==> config.mk <==
export PLATFORM = sky130hd
export DESIGN_NAME = sound_voice_allocator_top
export DESIGN_NICKNAME = d
export VERILOG_FILES = /design/src/rtl/core/sva_pkg.sv /design/src/rtl/core/sva_ram.sv /design/src/rtl/core/sva_ctrl.sv /design/src/rtl/core/sva_datapath.sv /design/src/rtl/core/sound_voice_allocator_top.sv
export SDC_FILE = /design/constraint.sdc
export NUM_CORES = 2
export LEC_CHECK = 0
export BUFFER_PORTS_ARGS = -buffer_cell sky130_fd_sc_hd__clkbuf_2
export CORE_ASPECT_RATIO = 0.9
export CORE_MARGIN = 1
export CORE_UTILIZATION = 60
export DETAILED_ROUTE_END_ITERATION = 7
export PLACE_DENSITY = 0.83
export SLEW_MARGIN = 20
export SYNTH_ARGS = -nofsm -noshare
export SYNTH_HDL_FRONTEND = slang
export SYNTH_SLANG_ARGS = --single-unit
==> constraint.sdc <==
create_clock -name clk -period 23.5 [get_ports clk]
set_input_delay 0 -clock clk [delete_from_list [all_inputs] [get_ports clk]]
set_output_delay 0 -clock clk [all_outputs]
set_load 0.02 [all_outputs]
==> src/rtl/core/sva_pkg.sv <==
// shared types and constants for the sound voice allocator
package sva_pkg;

    localparam int NVOICES = 9;
    localparam logic [3:0] VOICE_LAST = 4'd8;

    typedef enum logic [2:0] {
        CMD_PLAY   = 3'd0,
        CMD_TICK   = 3'd1,
        CMD_STOP   = 3'd2,
        CMD_QUERY  = 3'd3,
        CMD_MSTART = 3'd4,
        CMD_MSTOP  = 3'd5
    } cmd_t;

    typedef enum logic [2:0] {
        EV_GRANTED  = 3'd0,
        EV_RELEASED = 3'd1,
        EV_DUCK_SET = 3'd2,
        EV_DUCK_CLR = 3'd3,
        EV_QUEUED   = 3'd4,
        EV_REJECTED = 3'd5,
        EV_ANSWER   = 3'd6,
        EV_DONE     = 3'd7
    } event_t;

    localparam logic [1:0] MODE_FORCE  = 2'd1;
    localparam logic [1:0] MODE_QUEUE  = 2'd2;
    localparam logic [1:0] MODE_IGNORE = 2'd3;

    localparam logic [7:0] ATTEN_FIRST_OFS  = 8'd12;
    localparam logic [7:0] ATTEN_SECOND_OFS = 8'd20;
    localparam logic [5:0] ATTEN_MAX        = 6'd63;
    localparam logic [7:0] PRIO_NONE        = 8'hFF;

    typedef struct packed {
        logic [1:0]  kind;
        logic [2:0]  target;
        logic [7:0]  prio;
        logic [1:0]  mode;
        logic [7:0]  duck;
        logic [15:0] dur;
        logic [5:0]  writes;
        logic [15:0] id;
    } request_t;

    typedef enum logic [3:0] {
        ST_IDLE,
        ST_SCAN,
        ST_PLAY_PICK,
        ST_PLAY_REL,
        ST_PLAY_OUT,
        ST_DUCK,
        ST_QPICK,
        ST_QWAIT,
        ST_DONE
    } state_t;

    // controller to datapath
    typedef struct packed {
        logic load;        // capture request
        logic scan_step;   // process current voice, advance
        logic pick_init;   // start candidate search on current request or queue head being loaded
        logic pick_step;
        logic play_rel;    // release chosen busy voice
        logic play_out;    // finish play: grant, queue or reject
        logic duck;        // recompute duck
        logic qload;       // load queue head as current request
        logic qpop;
        logic done;        // emit done or answer
    } ctl_t;

    // datapath to controller
    typedef struct packed {
        logic scan_end;
        logic pick_end;
        logic pick_found;
        logic pick_busy;
        logic queue_empty;
        cmd_t cmd;
    } sts_t;

endpackage

==> src/rtl/core/sva_ram.sv <==
// generic ram with one write port and a registered read port
module sva_ram #(
    parameter int WIDTH = 8,
    parameter int DEPTH = 8
) (
    input  logic                     clk,
    input  logic                     we,
    input  logic [$clog2(DEPTH)-1:0] waddr,
    input  logic [WIDTH-1:0]         wdata,
    input  logic [$clog2(DEPTH)-1:0] raddr,
    output logic [WIDTH-1:0]         rdata
);
    logic [WIDTH-1:0] mem [DEPTH];

    always_ff @(posedge clk)
    begin
        if (we)
        begin
            mem[waddr] <= wdata;
        end
        rdata <= mem[raddr];
    end
endmodule

==> src/rtl/core/sva_ctrl.sv <==
// sequencing state machine for the voice allocator
module sva_ctrl import sva_pkg::*; (
    input  logic clk,
    input  logic rst_n,
    input  logic start,
    output logic busy,
    input  sts_t sts,
    output ctl_t ctl
);
    state_t state_reg, state_next;
    logic   retry_reg, retry_next;   // current play is a queue retry

    always_ff @(posedge clk or negedge rst_n)
    begin
        if (!rst_n)
        begin
            state_reg <= ST_IDLE;
            retry_reg <= 1'b0;
        end
        else
        begin
            state_reg <= state_next;
            retry_reg <= retry_next;
        end
    end

    assign busy = (state_reg != ST_IDLE);

    always_comb
    begin
        state_next = state_reg;
        retry_next = retry_reg;
        ctl = '0;
        unique case (state_reg)
            ST_IDLE:
            begin
                if (start)
                begin
                    ctl.load = 1'b1;
                    retry_next = 1'b0;
                    state_next = ST_SCAN;
                end
            end
            ST_SCAN:
            begin
                // after load: route by command; query, tick, stop and music scan here
                if (sts.cmd == CMD_PLAY)
                begin
                    ctl.pick_init = 1'b1;
                    state_next = ST_PLAY_PICK;
                end
                else if (sts.cmd == CMD_QUERY)
                begin
                    ctl.scan_step = 1'b1;
                    if (sts.scan_end)
                    begin
                        state_next = ST_DONE;
                    end
                end
                else if (sts.cmd == CMD_TICK || sts.cmd == CMD_STOP ||
                         sts.cmd == CMD_MSTART || sts.cmd == CMD_MSTOP)
                begin
                    ctl.scan_step = 1'b1;
                    if (sts.scan_end)
                    begin
                        state_next = ST_DUCK;
                    end
                end
                else
                begin
                    state_next = ST_DONE;
                end
            end
            ST_PLAY_PICK:
            begin
                ctl.pick_step = 1'b1;
                if (sts.pick_end)
                begin
                    if (sts.pick_found && sts.pick_busy)
                    begin
                        state_next = ST_PLAY_REL;
                    end
                    else
                    begin
                        state_next = ST_PLAY_OUT;
                    end
                end
            end
            ST_PLAY_REL:
            begin
                ctl.play_rel = 1'b1;
                state_next = ST_PLAY_OUT;
            end
            ST_PLAY_OUT:
            begin
                ctl.play_out = 1'b1;
                state_next = retry_reg ? ST_DONE : ST_DUCK;
            end
            ST_DUCK:
            begin
                ctl.duck = 1'b1;
                if (sts.cmd == CMD_TICK && !retry_reg && !sts.queue_empty)
                begin
                    ctl.qload = 1'b1;
                    state_next = ST_QWAIT;
                end
                else
                begin
                    state_next = ST_DONE;
                end
            end
            ST_QWAIT:
            begin
                // queue ram read data settles
                ctl.pick_init = 1'b1;
                state_next = ST_QPICK;
            end
            ST_QPICK:
            begin
                ctl.pick_step = 1'b1;
                if (sts.pick_end)
                begin
                    if (sts.pick_found)
                    begin
                        ctl.qpop = 1'b1;
                        ctl.pick_init = 1'b1;
                        retry_next = 1'b1;
                        state_next = ST_PLAY_PICK;
                    end
                    else
                    begin
                        state_next = ST_DONE;
                    end
                end
            end
            ST_DONE:
            begin
                ctl.done = 1'b1;
                state_next = ST_IDLE;
            end
            default:
            begin
                state_next = ST_IDLE;
            end
        endcase
    end
endmodule

==> src/rtl/core/sva_datapath.sv <==
// voice table, request queue and event formatting
module sva_datapath import sva_pkg::*; #(
    parameter int QUEUE_DEPTH = 8,
    parameter int MAX_WRITES  = 48
) (
    input  logic        clk,
    input  logic        rst_n,
    input  ctl_t        ctl,
    output sts_t        sts,
    input  logic        cfg_we,
    input  logic        cfg_index,
    input  logic [55:0] cfg_data,
    input  logic [2:0]  in_cmd,
    input  request_t    in_req,
    output logic        ev_valid,
    output logic [2:0]  ev_code,
    output logic [3:0]  ev_voice,
    output logic [5:0]  ev_restore,
    output logic [15:0] ev_effect,
    output logic [5:0]  ev_a1,
    output logic [5:0]  ev_a2,
    output logic        ev_playing,
    output logic        ev_last
);
    localparam int QW = (QUEUE_DEPTH > 1) ? $clog2(QUEUE_DEPTH) : 1;
    localparam int CW = $clog2(QUEUE_DEPTH + 1);
    localparam logic [5:0] MAXW = 6'(MAX_WRITES);

    logic [55:0] mp_fs_reg;
    logic [15:0] mp_s_reg;

    logic [NVOICES-1:0] vbusy_reg;
    logic [7:0]  vprio_reg   [NVOICES];
    logic [5:0]  vrest_reg   [NVOICES];
    logic [7:0]  vduck_reg   [NVOICES];
    logic [15:0] veff_reg    [NVOICES];
    logic [15:0] vframes_reg [NVOICES];
    logic        music_reg;
    logic [7:0]  duck_now_reg;

    cmd_t     cmd_reg;
    request_t req_reg;
    logic [3:0] idx_reg;
    logic       hit_reg;

    // candidate search
    logic [3:0] plast_reg;
    logic       pbad_reg;
    logic       pfound_reg;
    logic [3:0] pbest_reg;
    logic [7:0] pbestp_reg;
    logic       pstop_reg;
    logic       pbusy_reg;

    logic [QW-1:0] qhead_reg, qtail_reg;
    logic [CW-1:0] qcount_reg;
    request_t      q_rdata;
    logic          qload_d;

    logic [7:0] duck_want;

    logic       pick_take;   // immediate take
    logic       pick_better;
    logic       pick_hit_now;
    logic [3:0] pick_sel;

    logic [3:0] rngq_first, rngq_last;
    logic       rngq_bad;

    function automatic logic [7:0] music_prio(input logic [3:0] v,
                                              input logic [55:0] fs,
                                              input logic [15:0] s);
        logic [7:0] r;
        r = 8'd0;
        for (int i = 0; i < 7; i++)
        begin
            if (v == 4'(i))
            begin
                r = fs[8*i +: 8];
            end
        end
        if (v == 4'd7)
        begin
            r = s[7:0];
        end
        else if (v == 4'd8)
        begin
            r = s[15:8];
        end
        return r;
    endfunction

    sva_ram #(.WIDTH($bits(request_t)), .DEPTH(QUEUE_DEPTH)) u_queue (
        .clk   (clk),
        .we    (ctl.play_out && !pfound_reg && req_reg.mode == MODE_QUEUE
                && qcount_reg < CW'(QUEUE_DEPTH)),
        .waddr (qtail_reg),
        .wdata (req_reg),
        .raddr (qhead_reg),
        .rdata (q_rdata)
    );

    // voice range for the current request
    logic [3:0] rng_first, rng_last;
    logic       rng_bad;
    always_comb
    begin
        logic [3:0] base, cnt;
        unique case (req_reg.kind)
            2'd0:    begin base = 4'd0; cnt = 4'd4; end
            2'd1:    begin base = 4'd4; cnt = 4'd3; end
            2'd2:    begin base = 4'd7; cnt = 4'd1; end
            default: begin base = 4'd8; cnt = 4'd1; end
        endcase
        rng_bad = {1'b0, req_reg.target} > cnt;
        if (req_reg.target != 3'd0 && !req_reg.kind[1])
        begin
            rng_first = base + {1'b0, req_reg.target} - 4'd1;
            rng_last  = rng_first;
        end
        else
        begin
            rng_first = base;
            rng_last  = base + cnt - 4'd1;
        end
    end

    // current voice
    logic [7:0] cur_base;
    logic       cur_busy;
    assign cur_busy = vbusy_reg[idx_reg];
    assign cur_base = cur_busy ? vprio_reg[idx_reg]
                    : (music_reg ? music_prio(idx_reg, mp_fs_reg, mp_s_reg) : 8'd0);

    logic [15:0] frames_dec;
    assign frames_dec = (vframes_reg[idx_reg] != 16'd0) ? vframes_reg[idx_reg] - 16'd1
                                                         : 16'd0;

    logic scan_rel;
    always_comb
    begin
        scan_rel = 1'b0;
        unique case (cmd_reg)
            CMD_TICK:   scan_rel = cur_busy && frames_dec == 16'd0;
            CMD_STOP:   scan_rel = cur_busy && veff_reg[idx_reg] == req_reg.id;
            CMD_MSTART,
            CMD_MSTOP:  scan_rel = cur_busy;
            default:    scan_rel = 1'b0;
        endcase
    end

    always_comb
    begin
        duck_want = 8'd0;
        for (int i = 0; i < NVOICES; i++)
        begin
            if (vbusy_reg[i] && vduck_reg[i] > duck_want)
            begin
                duck_want = vduck_reg[i];
            end
        end
    end

    logic [5:0] play_n;
    logic       play_wbad;
    always_comb
    begin
        unique case (req_reg.kind)
            2'd2:    play_n = 6'd8;
            2'd3:    play_n = 6'd10;
            default: play_n = req_reg.writes;
        endcase
        play_wbad = !req_reg.kind[1] && (req_reg.writes == 6'd0 || req_reg.writes > MAXW);
    end

    assign pick_take   = (!cur_busy && !music_reg) || req_reg.mode == MODE_FORCE;
    assign pick_better = req_reg.prio >= cur_base && cur_base < pbestp_reg;
    assign pick_hit_now = ctl.pick_step && (pick_take || pick_better);
    assign pick_sel    = (!pstop_reg && !pbad_reg && (pick_take || pick_better))
                       ? idx_reg : pbest_reg;

    assign sts.scan_end    = (idx_reg == VOICE_LAST);
    assign sts.pick_end    = pstop_reg || pbad_reg || idx_reg >= plast_reg;
    assign sts.pick_found  = pfound_reg
                           || (!pstop_reg && !pbad_reg && pick_hit_now);
    assign sts.pick_busy   = vbusy_reg[pick_sel];
    assign sts.queue_empty = (qcount_reg == '0);
    assign sts.cmd         = cmd_reg;

    always_ff @(posedge clk or negedge rst_n)
    begin
        if (!rst_n)
        begin
            mp_fs_reg    <= 56'h32323232323232;
            mp_s_reg     <= 16'h3232;
            vbusy_reg    <= '0;
            music_reg    <= 1'b0;
            duck_now_reg <= 8'd0;
            qhead_reg    <= '0;
            qtail_reg    <= '0;
            qcount_reg   <= '0;
            ev_valid     <= 1'b0;
            for (int i = 0; i < NVOICES; i++)
            begin
                vrest_reg[i] <= 6'd0;
            end
        end
        else
        begin
            ev_valid <= 1'b0;
            if (cfg_we)
            begin
                if (!cfg_index)
                begin
                    mp_fs_reg <= cfg_data;
                end
                else
                begin
                    mp_s_reg <= cfg_data[15:0];
                end
            end

            if (ctl.scan_step && cmd_reg != CMD_QUERY)
            begin
                if (cmd_reg == CMD_TICK && cur_busy)
                begin
                    vframes_reg[idx_reg] <= frames_dec;
                end
                if (scan_rel)
                begin
                    vbusy_reg[idx_reg] <= 1'b0;
                    vrest_reg[idx_reg] <= 6'd0;
                    ev_valid   <= 1'b1;
                    ev_code    <= EV_RELEASED;
                    ev_voice   <= idx_reg;
                    ev_restore <= vrest_reg[idx_reg];
                    ev_effect  <= veff_reg[idx_reg];
                    ev_a1      <= 6'd0;
                    ev_a2      <= 6'd0;
                    ev_playing <= 1'b0;
                    ev_last    <= 1'b0;
                end
                if (idx_reg == VOICE_LAST && cmd_reg == CMD_MSTART)
                begin
                    music_reg <= 1'b1;
                end
                if (idx_reg == VOICE_LAST && cmd_reg == CMD_MSTOP)
                begin
                    music_reg <= 1'b0;
                end
            end

            // ignore mode leaves the voice playing
            if (ctl.play_rel && req_reg.mode != MODE_IGNORE)
            begin
                vbusy_reg[pbest_reg] <= 1'b0;
                vrest_reg[pbest_reg] <= 6'd0;
                ev_valid   <= 1'b1;
                ev_code    <= EV_RELEASED;
                ev_voice   <= pbest_reg;
                ev_restore <= vrest_reg[pbest_reg];
                ev_effect  <= veff_reg[pbest_reg];
                ev_a1      <= 6'd0;
                ev_a2      <= 6'd0;
                ev_playing <= 1'b0;
                ev_last    <= 1'b0;
            end

            if (ctl.play_out)
            begin
                ev_valid   <= 1'b1;
                ev_voice   <= 4'd0;
                ev_restore <= 6'd0;
                ev_effect  <= req_reg.id;
                ev_a1      <= 6'd0;
                ev_a2      <= 6'd0;
                ev_playing <= 1'b0;
                ev_last    <= 1'b0;
                if (!pfound_reg)
                begin
                    if (req_reg.mode == MODE_QUEUE && qcount_reg < CW'(QUEUE_DEPTH))
                    begin
                        qtail_reg  <= (qtail_reg == QW'(QUEUE_DEPTH - 1)) ? '0
                                    : qtail_reg + QW'(1);
                        qcount_reg <= qcount_reg + CW'(1);
                        ev_code    <= EV_QUEUED;
                    end
                    else
                    begin
                        ev_code <= EV_REJECTED;
                    end
                end
                else if (pbusy_reg && req_reg.mode == MODE_IGNORE)
                begin
                    ev_code <= EV_REJECTED;
                end
                else if (play_wbad)
                begin
                    ev_code <= EV_REJECTED;
                end
                else
                begin
                    vbusy_reg[pbest_reg]   <= 1'b1;
                    vprio_reg[pbest_reg]   <= req_reg.prio;
                    vrest_reg[pbest_reg]   <= play_n;
                    vduck_reg[pbest_reg]   <= req_reg.duck;
                    veff_reg[pbest_reg]    <= req_reg.id;
                    vframes_reg[pbest_reg] <= req_reg.dur;
                    ev_code    <= EV_GRANTED;
                    ev_voice   <= pbest_reg;
                    ev_restore <= play_n;
                end
            end

            if (ctl.duck && duck_want != duck_now_reg)
            begin
                duck_now_reg <= duck_want;
                ev_valid   <= 1'b1;
                ev_voice   <= 4'd0;
                ev_restore <= 6'd0;
                ev_effect  <= 16'd0;
                ev_playing <= 1'b0;
                ev_last    <= 1'b0;
                if (duck_want == 8'd0)
                begin
                    ev_code <= EV_DUCK_CLR;
                    ev_a1   <= 6'd0;
                    ev_a2   <= 6'd0;
                end
                else
                begin
                    ev_code <= EV_DUCK_SET;
                    ev_a1   <= (duck_want > 8'd51) ? ATTEN_MAX
                             : 6'(duck_want + ATTEN_FIRST_OFS);
                    ev_a2   <= (duck_want > 8'd43) ? ATTEN_MAX
                             : 6'(duck_want + ATTEN_SECOND_OFS);
                end
            end

            if (ctl.qpop)
            begin
                qhead_reg  <= (qhead_reg == QW'(QUEUE_DEPTH - 1)) ? '0
                            : qhead_reg + QW'(1);
                qcount_reg <= qcount_reg - CW'(1);
            end

            if (ctl.done)
            begin
                ev_valid   <= 1'b1;
                ev_voice   <= 4'd0;
                ev_restore <= 6'd0;
                ev_a1      <= 6'd0;
                ev_a2      <= 6'd0;
                ev_last    <= 1'b1;
                if (cmd_reg == CMD_QUERY)
                begin
                    ev_code    <= EV_ANSWER;
                    ev_effect  <= req_reg.id;
                    ev_playing <= hit_reg;
                end
                else
                begin
                    ev_code    <= EV_DONE;
                    ev_effect  <= 16'd0;
                    ev_playing <= 1'b0;
                end
            end
        end
    end

    // request, scan index and search registers
    always_ff @(posedge clk)
    begin
        if (ctl.load)
        begin
            cmd_reg <= cmd_t'(in_cmd);
            req_reg <= in_req;
            idx_reg <= 4'd0;
            hit_reg <= 1'b0;
        end
        if (ctl.qload)
        begin
            // queue ram output is valid in the next cycle
            qload_d <= 1'b1;
        end
        else
        begin
            qload_d <= 1'b0;
        end
        if (qload_d)
        begin
            req_reg <= q_rdata;
        end
        if (ctl.scan_step)
        begin
            if (cmd_reg == CMD_QUERY && cur_busy && veff_reg[idx_reg] == req_reg.id)
            begin
                hit_reg <= 1'b1;
            end
            idx_reg <= idx_reg + 4'd1;
        end
        if (ctl.pick_step)
        begin
            if (!pstop_reg && !pbad_reg)
            begin
                if (pick_take)
                begin
                    pfound_reg <= 1'b1;
                    pbest_reg  <= idx_reg;
                    pstop_reg  <= 1'b1;
                end
                else if (pick_better)
                begin
                    pfound_reg <= 1'b1;
                    pbest_reg  <= idx_reg;
                    pbestp_reg <= cur_base;
                end
            end
            pbusy_reg <= vbusy_reg[pick_sel];
            idx_reg <= idx_reg + 4'd1;
        end
        if (ctl.pick_init)
        begin
            idx_reg    <= qload_d ? rngq_first : rng_first;
            plast_reg  <= qload_d ? rngq_last : rng_last;
            pbad_reg   <= qload_d ? rngq_bad : rng_bad;
            pfound_reg <= 1'b0;
            pstop_reg  <= 1'b0;
            pbestp_reg <= PRIO_NONE;
            pbest_reg  <= 4'd0;
        end
    end

    // range of the queue head while it is being loaded
    always_comb
    begin
        logic [3:0] base, cnt;
        unique case (q_rdata.kind)
            2'd0:    begin base = 4'd0; cnt = 4'd4; end
            2'd1:    begin base = 4'd4; cnt = 4'd3; end
            2'd2:    begin base = 4'd7; cnt = 4'd1; end
            default: begin base = 4'd8; cnt = 4'd1; end
        endcase
        rngq_bad = {1'b0, q_rdata.target} > cnt;
        if (q_rdata.target != 3'd0 && !q_rdata.kind[1])
        begin
            rngq_first = base + {1'b0, q_rdata.target} - 4'd1;
            rngq_last  = rngq_first;
        end
        else
        begin
            rngq_first = base;
            rngq_last  = base + cnt - 4'd1;
        end
    end
endmodule

==> src/rtl/core/sound_voice_allocator_top.sv <==
// top level of the sound voice allocator
// Usage: raise start with a command and its request fields while busy is low;
// the command is taken at that edge and busy stays high until its last
// result is being produced. Results come out one per strobe cycle on
// result_valid with the event fields; last marks the final result of the
// command. The receiver cannot stall the block: each result is on the ports
// for one cycle only, in the cycle after the step that makes it.
// While busy, an unknown command goes straight to its result; a query scans
// the nine voices, one per cycle; a stop, music command or tick does so and
// then the duck check; a play walks its candidate voices, releases one if
// needed, then gives the outcome and the duck check; a tick with queued
// requests then retries the queue head (ram read, walk, and if found a second
// walk, release, outcome). One command is handled at a time. Configuration writes
// (cfg_we, cfg_index, cfg_data) update the music priorities and should be
// done while idle.
// Reset clears all voices, the request queue, music and ducking state and
// restores the music priorities to 50 on every voice.
module sound_voice_allocator_top import sva_pkg::*; #(
    parameter int QUEUE_DEPTH = 8,
    parameter int MAX_WRITES  = 48
) (
    input  logic        clk,
    input  logic        rst_n,
    input  logic        start,
    output logic        busy,
    input  logic        cfg_we,
    input  logic        cfg_index,
    input  logic [55:0] cfg_data,
    input  logic [2:0]  command,
    input  logic [15:0] effect_id,
    input  logic [1:0]  voice_kind,
    input  logic [2:0]  target_voice,
    input  logic [7:0]  request_priority,
    input  logic [1:0]  conflict_mode,
    input  logic [7:0]  duck_amount,
    input  logic [15:0] duration,
    input  logic [5:0]  write_count,
    output logic        result_valid,
    output logic [2:0]  event_res,
    output logic [3:0]  voice,
    output logic [5:0]  restore_length,
    output logic [15:0] effect_out,
    output logic [5:0]  atten_first,
    output logic [5:0]  atten_second,
    output logic        is_playing,
    output logic        last
);
    ctl_t     ctl;
    sts_t     sts;
    request_t req;

    assign req = '{kind: voice_kind, target: target_voice, prio: request_priority,
                   mode: conflict_mode, duck: duck_amount, dur: duration,
                   writes: write_count, id: effect_id};

    sva_ctrl u_ctrl (
        .clk   (clk),
        .rst_n (rst_n),
        .start (start),
        .busy  (busy),
        .sts   (sts),
        .ctl   (ctl)
    );

    sva_datapath #(.QUEUE_DEPTH(QUEUE_DEPTH), .MAX_WRITES(MAX_WRITES)) u_dp (
        .clk        (clk),
        .rst_n      (rst_n),
        .ctl        (ctl),
        .sts        (sts),
        .cfg_we     (cfg_we),
        .cfg_index  (cfg_index),
        .cfg_data   (cfg_data),
        .in_cmd     (command),
        .in_req     (req),
        .ev_valid   (result_valid),
        .ev_code    (event_res),
        .ev_voice   (voice),
        .ev_restore (restore_length),
        .ev_effect  (effect_out),
        .ev_a1      (atten_first),
        .ev_a2      (atten_second),
        .ev_playing (is_playing),
        .ev_last    (last)
    );
endmodule

Yosys cells after proc, flatten, opt, wreduce, memory -nomap -nowiden. Memory sizes are Yosys's and may differ from the RTL's. A register that Yosys moved wholly into a read port is not among the register bits. Cells that the tools add are included.

Word-level logic and storage cells: 455. Memories kept: 5. Register bits after elaboration: 293. Output and inout port bits: 45. Bits of input ports: 125. Memory bits (writable): 920. Latch bits: 0. Bits in read-only memories: 0.

Bitwise operators: 14. Equal/unequal tests: 42. $add $sub $neg: 16. Shift operators: 0. Mux-type cells: 207. Multipliers: 0. Order comparisons: 27. Div/mod/pow operators: 0. Reduce and logical (&&, ||, !) cells: 97.

Memory list: u_dp.u_queue.mem (depth 8, width 61, rd ports 1, clocked after memory_dff 1, write ports 1, RTL line sva_ram.sv:13) `logic [WIDTH-1:0] mem [DEPTH];`; u_dp.veff_reg (depth 9, width 16, rd ports 2, clocked after memory_dff 2, write ports 1, RTL line sva_datapath.sv:36) `logic [15:0] veff_reg [NVOICES];`; u_dp.vframes_reg (depth 9, width 16, rd ports 1, clocked after memory_dff 1, write ports 1, RTL line sva_datapath.sv:37) `logic [15:0] vframes_reg [NVOICES];`; u_dp.vduck_reg (depth 9, width 8, rd ports 9, clocked after memory_dff 0, write ports 1, RTL line sva_datapath.sv:35) `logic [7:0] vduck_reg [NVOICES];`; u_dp.vprio_reg (depth 9, width 8, rd ports 1, clocked after memory_dff 1, write ports 1, RTL line sva_datapath.sv:33) `logic [7:0] vprio_reg [NVOICES];`.

Operator list (count): two-way mux 54 bit (7); two-way mux 4 bit (41); two-way mux 6 bit (27); two-way mux 8 bit (20); two-way mux 16 bit (9); two-way mux 61 bit (2); bitwise AND 54 bit (2); NOT 54 bit (2); > comparator 8 bit (8); two-way mux 1 bit (63); two-way mux 9 bit (7); bitwise mux 54 bit (1); binary-select mux 6 bit (select 4 bit) (2); demux 6 bit (select 4 bit) (2); logical AND 1 bit (42); two-way mux 3 bit (12); == test 4 x 3 -> 1 bit, second input constant (8); one-hot mux 4 bit (8 select lines) (1); one-hot mux 4 bit (3 select lines) (2); subtractor 4 x 1 -> 4 bit, second input constant (5); bitwise AND 9 bit (2); NOT 9 bit (2); adder 4 x 3 -> 4 bit (4); == test 16 bit (1); 59 further kinds (131).

Depth between registers and ports, before layout. An unclocked memory read counts as a cell.

Depth after elaboration: 32. Gate-level depth with buffers: 93. Mapped depth without buffers: 89.

Modules after synthesis. Synthesis repeated with hierarchy kept, for this count alone.

Cells, all modules: 4071. Area, all modules: 58232.1 um^2.

Modules (own cells, without submodules): sva_datapath (cells an instance 3223, sequential area each 20878.8 um^2, times used 1, area an instance 38144.1 um^2); sva_ram (cells an instance 780, sequential area each 15875.2 um^2, times used 1, area an instance 19583.8 um^2); sva_ctrl (cells an instance 68, sequential area each 125.1 um^2, times used 1, area an instance 504.2 um^2).

Worst setup path after synthesis. OpenSTA, ideal clock, no wires.

Kind: flip-flop to flip-flop. From: register u_dp.vbusy_reg[0]. To: register u_dp.ev_code[0] (enable). Arrival: 16.911 ns. Setup slack: 6.211 ns. Required time: 23.122 ns. Path buffers: 6. Period minus slack after synthesis: 17.289 ns. Stages on the path, launching flop included: 86. Cell sequence: dfrtp_1 clkbuf_1 nand2_1 ha_1 nor2b_1 o211ai_1 a211oi_2 or2_2 clkbuf_1 clkbuf_1 nand2_1 o21ai_0 inv_1 ha_1 nand2_1 o211a_1 a21oi_1 nand2_1 (+50 left out) o32a_1 ha_1 a21oi_1 nor2b_1 o21ai_0 nand2b_1 o21ai_0 o21bai_1 or2_2 a21boi_0 a22o_1 buf_2 mux2i_1 xor2_1 a2111oi_0 a21oi_1 buf_2 o21a_1.

Longest elaborated chain between the ends: 30.

RTL lines: start: declaration (RTL line sva_datapath.sv:32) `logic [NVOICES-1:0] vbusy_reg;`; start signal: assignment (RTL line sva_datapath.sv:196) `vbusy_reg <= '0;`; start signal: indexed assignment (RTL line sva_datapath.sv:231) `vbusy_reg[idx_reg] <= 1'b0;`; start signal: indexed assignment (RTL line sva_datapath.sv:256) `vbusy_reg[pbest_reg] <= 1'b0;`; logical AND 1 bit (RTL line sva_datapath.sv:157) `if (vbusy_reg[i] && vduck_reg[i] > duck_want)`; two-way mux 8 bit (RTL line sva_datapath.sv:157); > comparator 8 bit (RTL line sva_datapath.sv:157); logical AND 1 bit (RTL line sva_datapath.sv:157); two-way mux 8 bit (RTL line sva_datapath.sv:157); > comparator 8 bit (RTL line sva_datapath.sv:157); logical AND 1 bit (RTL line sva_datapath.sv:157); two-way mux 8 bit (RTL line sva_datapath.sv:157); (+14 left out); two-way mux 8 bit (RTL line sva_datapath.sv:157); > comparator 8 bit (RTL line sva_datapath.sv:157); logical AND 1 bit (RTL line sva_datapath.sv:157); two-way mux 8 bit (RTL line sva_datapath.sv:157); inequality test 8 bit (RTL line sva_datapath.sv:315) `if (ctl.duck && duck_want != duck_now_reg)`; logical AND 1 bit (RTL line sva_datapath.sv:315); nonzero test 5 bit (no line); AND reduction 3 bit (no line) (*); end signal: assignment (RTL line sva_datapath.sv:309) `ev_code <= EV_GRANTED;`; end signal: assignment (RTL line sva_datapath.sv:326) `ev_code <= EV_DUCK_CLR;`; end signal: assignment (RTL line sva_datapath.sv:332) `ev_code <= EV_DUCK_SET;`; end: declaration (RTL line sva_datapath.sv:16) `output logic [2:0] ev_code,`.

Every way passes the cells marked *; elsewhere a longest branch is shown, timed or not. The select of a mux whose other input is x is not followed. A chain may end at the register's enable or synchronous reset.

Worst setup path after layout.
From: register u_dp.vbusy_reg[0]. To: register u_dp.ev_code[2] (enable).

The elaborated chain is that of the path after synthesis.

==> key figures <==
Status
  • Status: finished clean

Critical path
  • Crit Path Class: reg -> reg
  • Crit path arrival time: about 21 ns
  • Slowest stage cell, crit path: o21a_1
  • Worst Setup End Kind: flip-flop
  • Top Family by Delay on Critical Path: compound AO/OA/AOI/OAI gates
  • Critical path peak fanout: 24
  • CP most frequent cell: a21oi_1
  • CP startpoint kind: flip-flop
  • Buf/Inv on CP: 8
  • Crit-path max cell delay: 0.75 ns
  • Worst EP required: around 24 ns

Timing
  • Worst-margin pin slew: ~1.2 ns
  • RSZ-0062 raised after global routing: false
  • Slew headroom: around 19%
  • Maximum clock frequency: 47.8 MHz
  • Crit share post-route: between 80% and 90%
  • Final Hold Fails: 0
  • Final setup fails: 0
  • Tmin final: 20.93 ns
  • Worst clock skew: 0.0330 ns
  • Fin Setup TNS: 0 ns
  • Slew Limit Fails: 0

Global route
  • Largest net degree at the start of global routing: 79
  • Total grt overflow: 0
  • Vias in the first global route: roughly 35,000
  • GRT Overall Usage: ~30%
  • First-pass GRT wire length: between 200 and 250 mm
  • Initial antenna violation count: 2

Detailed routing
  • Met1 WL: 53.1 mm
  • Post-route ant nets: 0
  • Vias: 34,700
  • Number of DRC violations after detailed-routing iteration 0: just over 4,000
  • WL final: ~140 mm
  • Residual DRC count: 0
  • Vias per cell: between 6 and 7
  • DR WL met2: just under 70 mm
  • Post-DR wirelength/cell: 26.9 um
  • Uppermost routed layer: met5
  • Wire length on met3: approximately 13 mm
  • DRT Pass-1 Iters: 6

Floorplan
  • Die extent in y: just under 300 um
  • Die area: about 95,000 um2
  • Cell Rows: 106
  • Ports: 170
  • Die width: 325 um
  • Starting Density: between 60% and 70%
  • Core footprint: around 93,000 um2

Final layout
  • Area occupied by multi-input gates: 18,400 um2
  • Fill cells: ~5,800
  • Largest register FFs: slightly below 500
  • Layout cell share with drive strength beyond 1: between 20 and 30%
  • Final Net Count: slightly above 4,000
  • Fin cells: 5,267
  • Register Area: roughly 37,000 um2
  • Area grow syn2layout: 14.1%

CTS
  • H-Tree Depth: 3
  • Postcts setup bufs: 0
  • Num Clock Sinks: 1,282
  • Worst-skew pair later-pin latency: roughly 0.72 ns
  • TritonCTS clock tree: built
  • Root Driver: clkbuf_16
  • Cts bufs inserted: 120
  • Clk slew on worst S/H paths: 0.06 ns
  • Max Root-Sink Buffers: 3

Pwr
  • VDD IR max: between 80 and 90 uV
  • PD cells: ~110 nW/um2
  • Leak pwr: between 20 and 25 nW
  • Switching Share: about a third
  • Part of the power in registers: a little over two fifths
  • Total Power: between 6 and 7 mW
  • P_sw: about 2.2 mW
  • Clock share of power: slightly below 30%
  • Combinational fraction of design power: roughly 27%
  • Pint: roughly 4.7 mW

Synth
  • Synth Instances: between 3,000 and 4,000
  • Number of synthesized flops with an enable pin: around 1,000
  • Synth unique cells: a little under 90
  • Ys async rst share: around 12%
  • Mapped Nets: around 3,800
  • Post-synthesis sequential area ratio: 65.6%
  • Ys Warns: 0
  • Avg Cell Area, Syn: between 15 and 20 um2
  • Post-Syn Area: 56,200 um2
  • #FFs+latches synth: between 1,000 and 1,500
  • Main synth FF type: edfxtp_1

Placement
  • # port buffers: approximately 170
  • Final GP Congestion: between 0.9 and 1
  • Placed Cells: just under 5,000
  • Detail Placement HPWL: ~82 mm

Worst hold path
  • Hold Crit Class: in -> async

Run
  • Max cap viols: 0
per-layer routing:
metal	vias to the layer above	track usage [%]
met5	-	0
li1	14700	-
met1	17400	39.3
met3	427	5.95
met4	2	12.2
met2	2107	49.3
per-stage QoR:
stage | setup WS [ns] | utilization [%] | area [um2] | hold WS (ns)
global placement | 3.88 | 63.3 | 58700 | -0.000927
finish | 2.57 | 69.1 | 64100 | 0.0577
floorplan | 6.21 | - | 56200 | -0.296
global route | 0.986 | 69.1 | 64100 | 0.0630
CTS | 3.02 | 69.0 | 64100 | 0.0133
detailed placement | 3.15 | 63.3 | 58700 | 0.00401
timing repair:
item	in CTS	in global routing
hold buffers	123	0
gates resized for setup	0	0
endpoints found under the hold margin	245	0
cells by family after synthesis:
kind of cell,Yosys count,share of synthesized area [%]
AO/OA/AOI/OAI,567,6.60
XOR/XNOR,47,0.732
adder cells (fa/ha/maj),111,2.51
buffers and inverters,298,2.01
flip-flops,1282,65.6
multiplexers,589,16.7
AND/OR/NAND/NOR,700,5.79
placed cells by master, fill, tap and decap left out, drive strengths merged, types with 8 or more instances in the layout:
| cell type | Yosys | routed |
|---|---|---|
| a21boi | 17 | 17 |
| clkbuf | 123 | 334 |
| o31ai | 16 | 16 |
| nand3 | 29 | 29 |
| nor3 | 33 | 33 |
| nor4 | 8 | 8 |
| mux2i | 104 | 104 |
| mux2 | 229 | 229 |
| a21oi | 122 | 122 |
| nand2 | 285 | 285 |
| nor2 | 173 | 173 |
| or2 | 13 | 13 |
| clkinv | 2 | 45 |
| nand2b | 26 | 26 |
| buf | 49 | 80 |
| xor2 | 16 | 16 |
| a221oi | 27 | 27 |
| nor3b | 9 | 9 |
| a21o | 33 | 33 |
| mux4 | 256 | 256 |
| inv | 124 | 127 |
| xnor2 | 31 | 31 |
| o22ai | 92 | 92 |
| o211ai | 18 | 18 |
| dlygate4sd3 | 0 | 122 |
| and2 | 22 | 22 |
| nand4 | 16 | 16 |
| o221ai | 17 | 17 |
| dfrtp | 133 | 133 |
| dfxtp | 85 | 85 |
| ha | 107 | 107 |
| dfstp | 27 | 27 |
| o21ai | 120 | 120 |
| bufinv | 0 | 14 |
| a211oi | 19 | 19 |
| edfxtp | 1037 | 1037 |
| a31oi | 15 | 15 |
| and3 | 12 | 12 |
| nor2b | 42 | 42 |
power by group through the flow:
stage          Combinational (mW)  Clock (mW)  Sequential, mW
2_1_floorplan                1.28           0            2.99
3_3_place_gp                 1.74           0            3.07
3_5_place_dp                 1.79           0            3.08
4_1_cts                      1.83        2.03            3.03
5_1_grt                      2.00        2.12            3.06
6_report                     1.86        2.02            3.04
cell usage after synthesis (18+ instances only):
cell	instances	area, um2
a21o_1	33	248
mux2i_1	103	1030
dfstp_2	27	709
and2_1	22	138
nand2b_1	26	163
o21ai_0	101	505
mux2_2	227	2560
a221oi_1	27	236
buf_1	42	158
nand2_1	285	1070
mux4_2	256	5770
edfxtp_1	1037	31100
o22ai_1	92	576
a21oi_1	120	601
nor3_1	32	160
nor2b_1	42	263
inv_1	124	465
xnor2_1	31	272
ha_1	107	1340
a211oi_1	18	135
nand3_1	29	145
o21ai_1	18	90.1
clkbuf_1	123	462
dfrtp_1	133	3330
dfxtp_1	85	1700
nor2_1	173	649
path summary, 6_finish.rpt:
| check | from | cells past startpoint | to | slack, ns |
|---|---|---|---|---|
| max in group asynchronous | rst_n | 3 | u_dp.mp_fs_reg[2] | 22.44 |
| min in group clk | cfg_data[40] | 3 | u_dp.mp_fs_reg[40] | 0.06 |
| max reg2reg | u_dp.vbusy_reg[0] | 85 | u_dp.ev_code[2] | 2.57 |
| min | rst_n | 3 | u_dp.ev_valid | 0.06 |
| min reg2reg | u_dp.hit_reg | 2 | u_dp.hit_reg | 0.48 |
| max | u_dp.vbusy_reg[0] | 85 | u_dp.ev_code[2] | 2.57 |
layout make-up:
| cell class | instances | share of cell area, % |
|---|---|---|
| diodes | 2 | 0.00781 |
| clock buffers | 165 | 5.27 |
| clock inverters | 65 | 1.14 |
| inverters | 126 | 0.738 |
| multi-input cells | 2014 | 28.7 |
| flip-flops and latches | 1282 | 57.6 |
| well taps | 1242 | 2.42 |
| repair buffers | 371 | 4.19 |
worst reg2reg max path: cells and delay by family (launching register included):
kind / cells / cell delay (ns)
AO/OA/AOI/OAI: 41 / 10.58
XOR/XNOR: 1 / 0.22
adder cells (fa/ha/maj): 8 / 2.21
buffers and inverters: 8 / 0.93
flip-flops: 1 / 0.59
multiplexers: 7 / 2.70
AND/OR/NAND/NOR: 20 / 3.26
(Power assumes the default switching activity.)
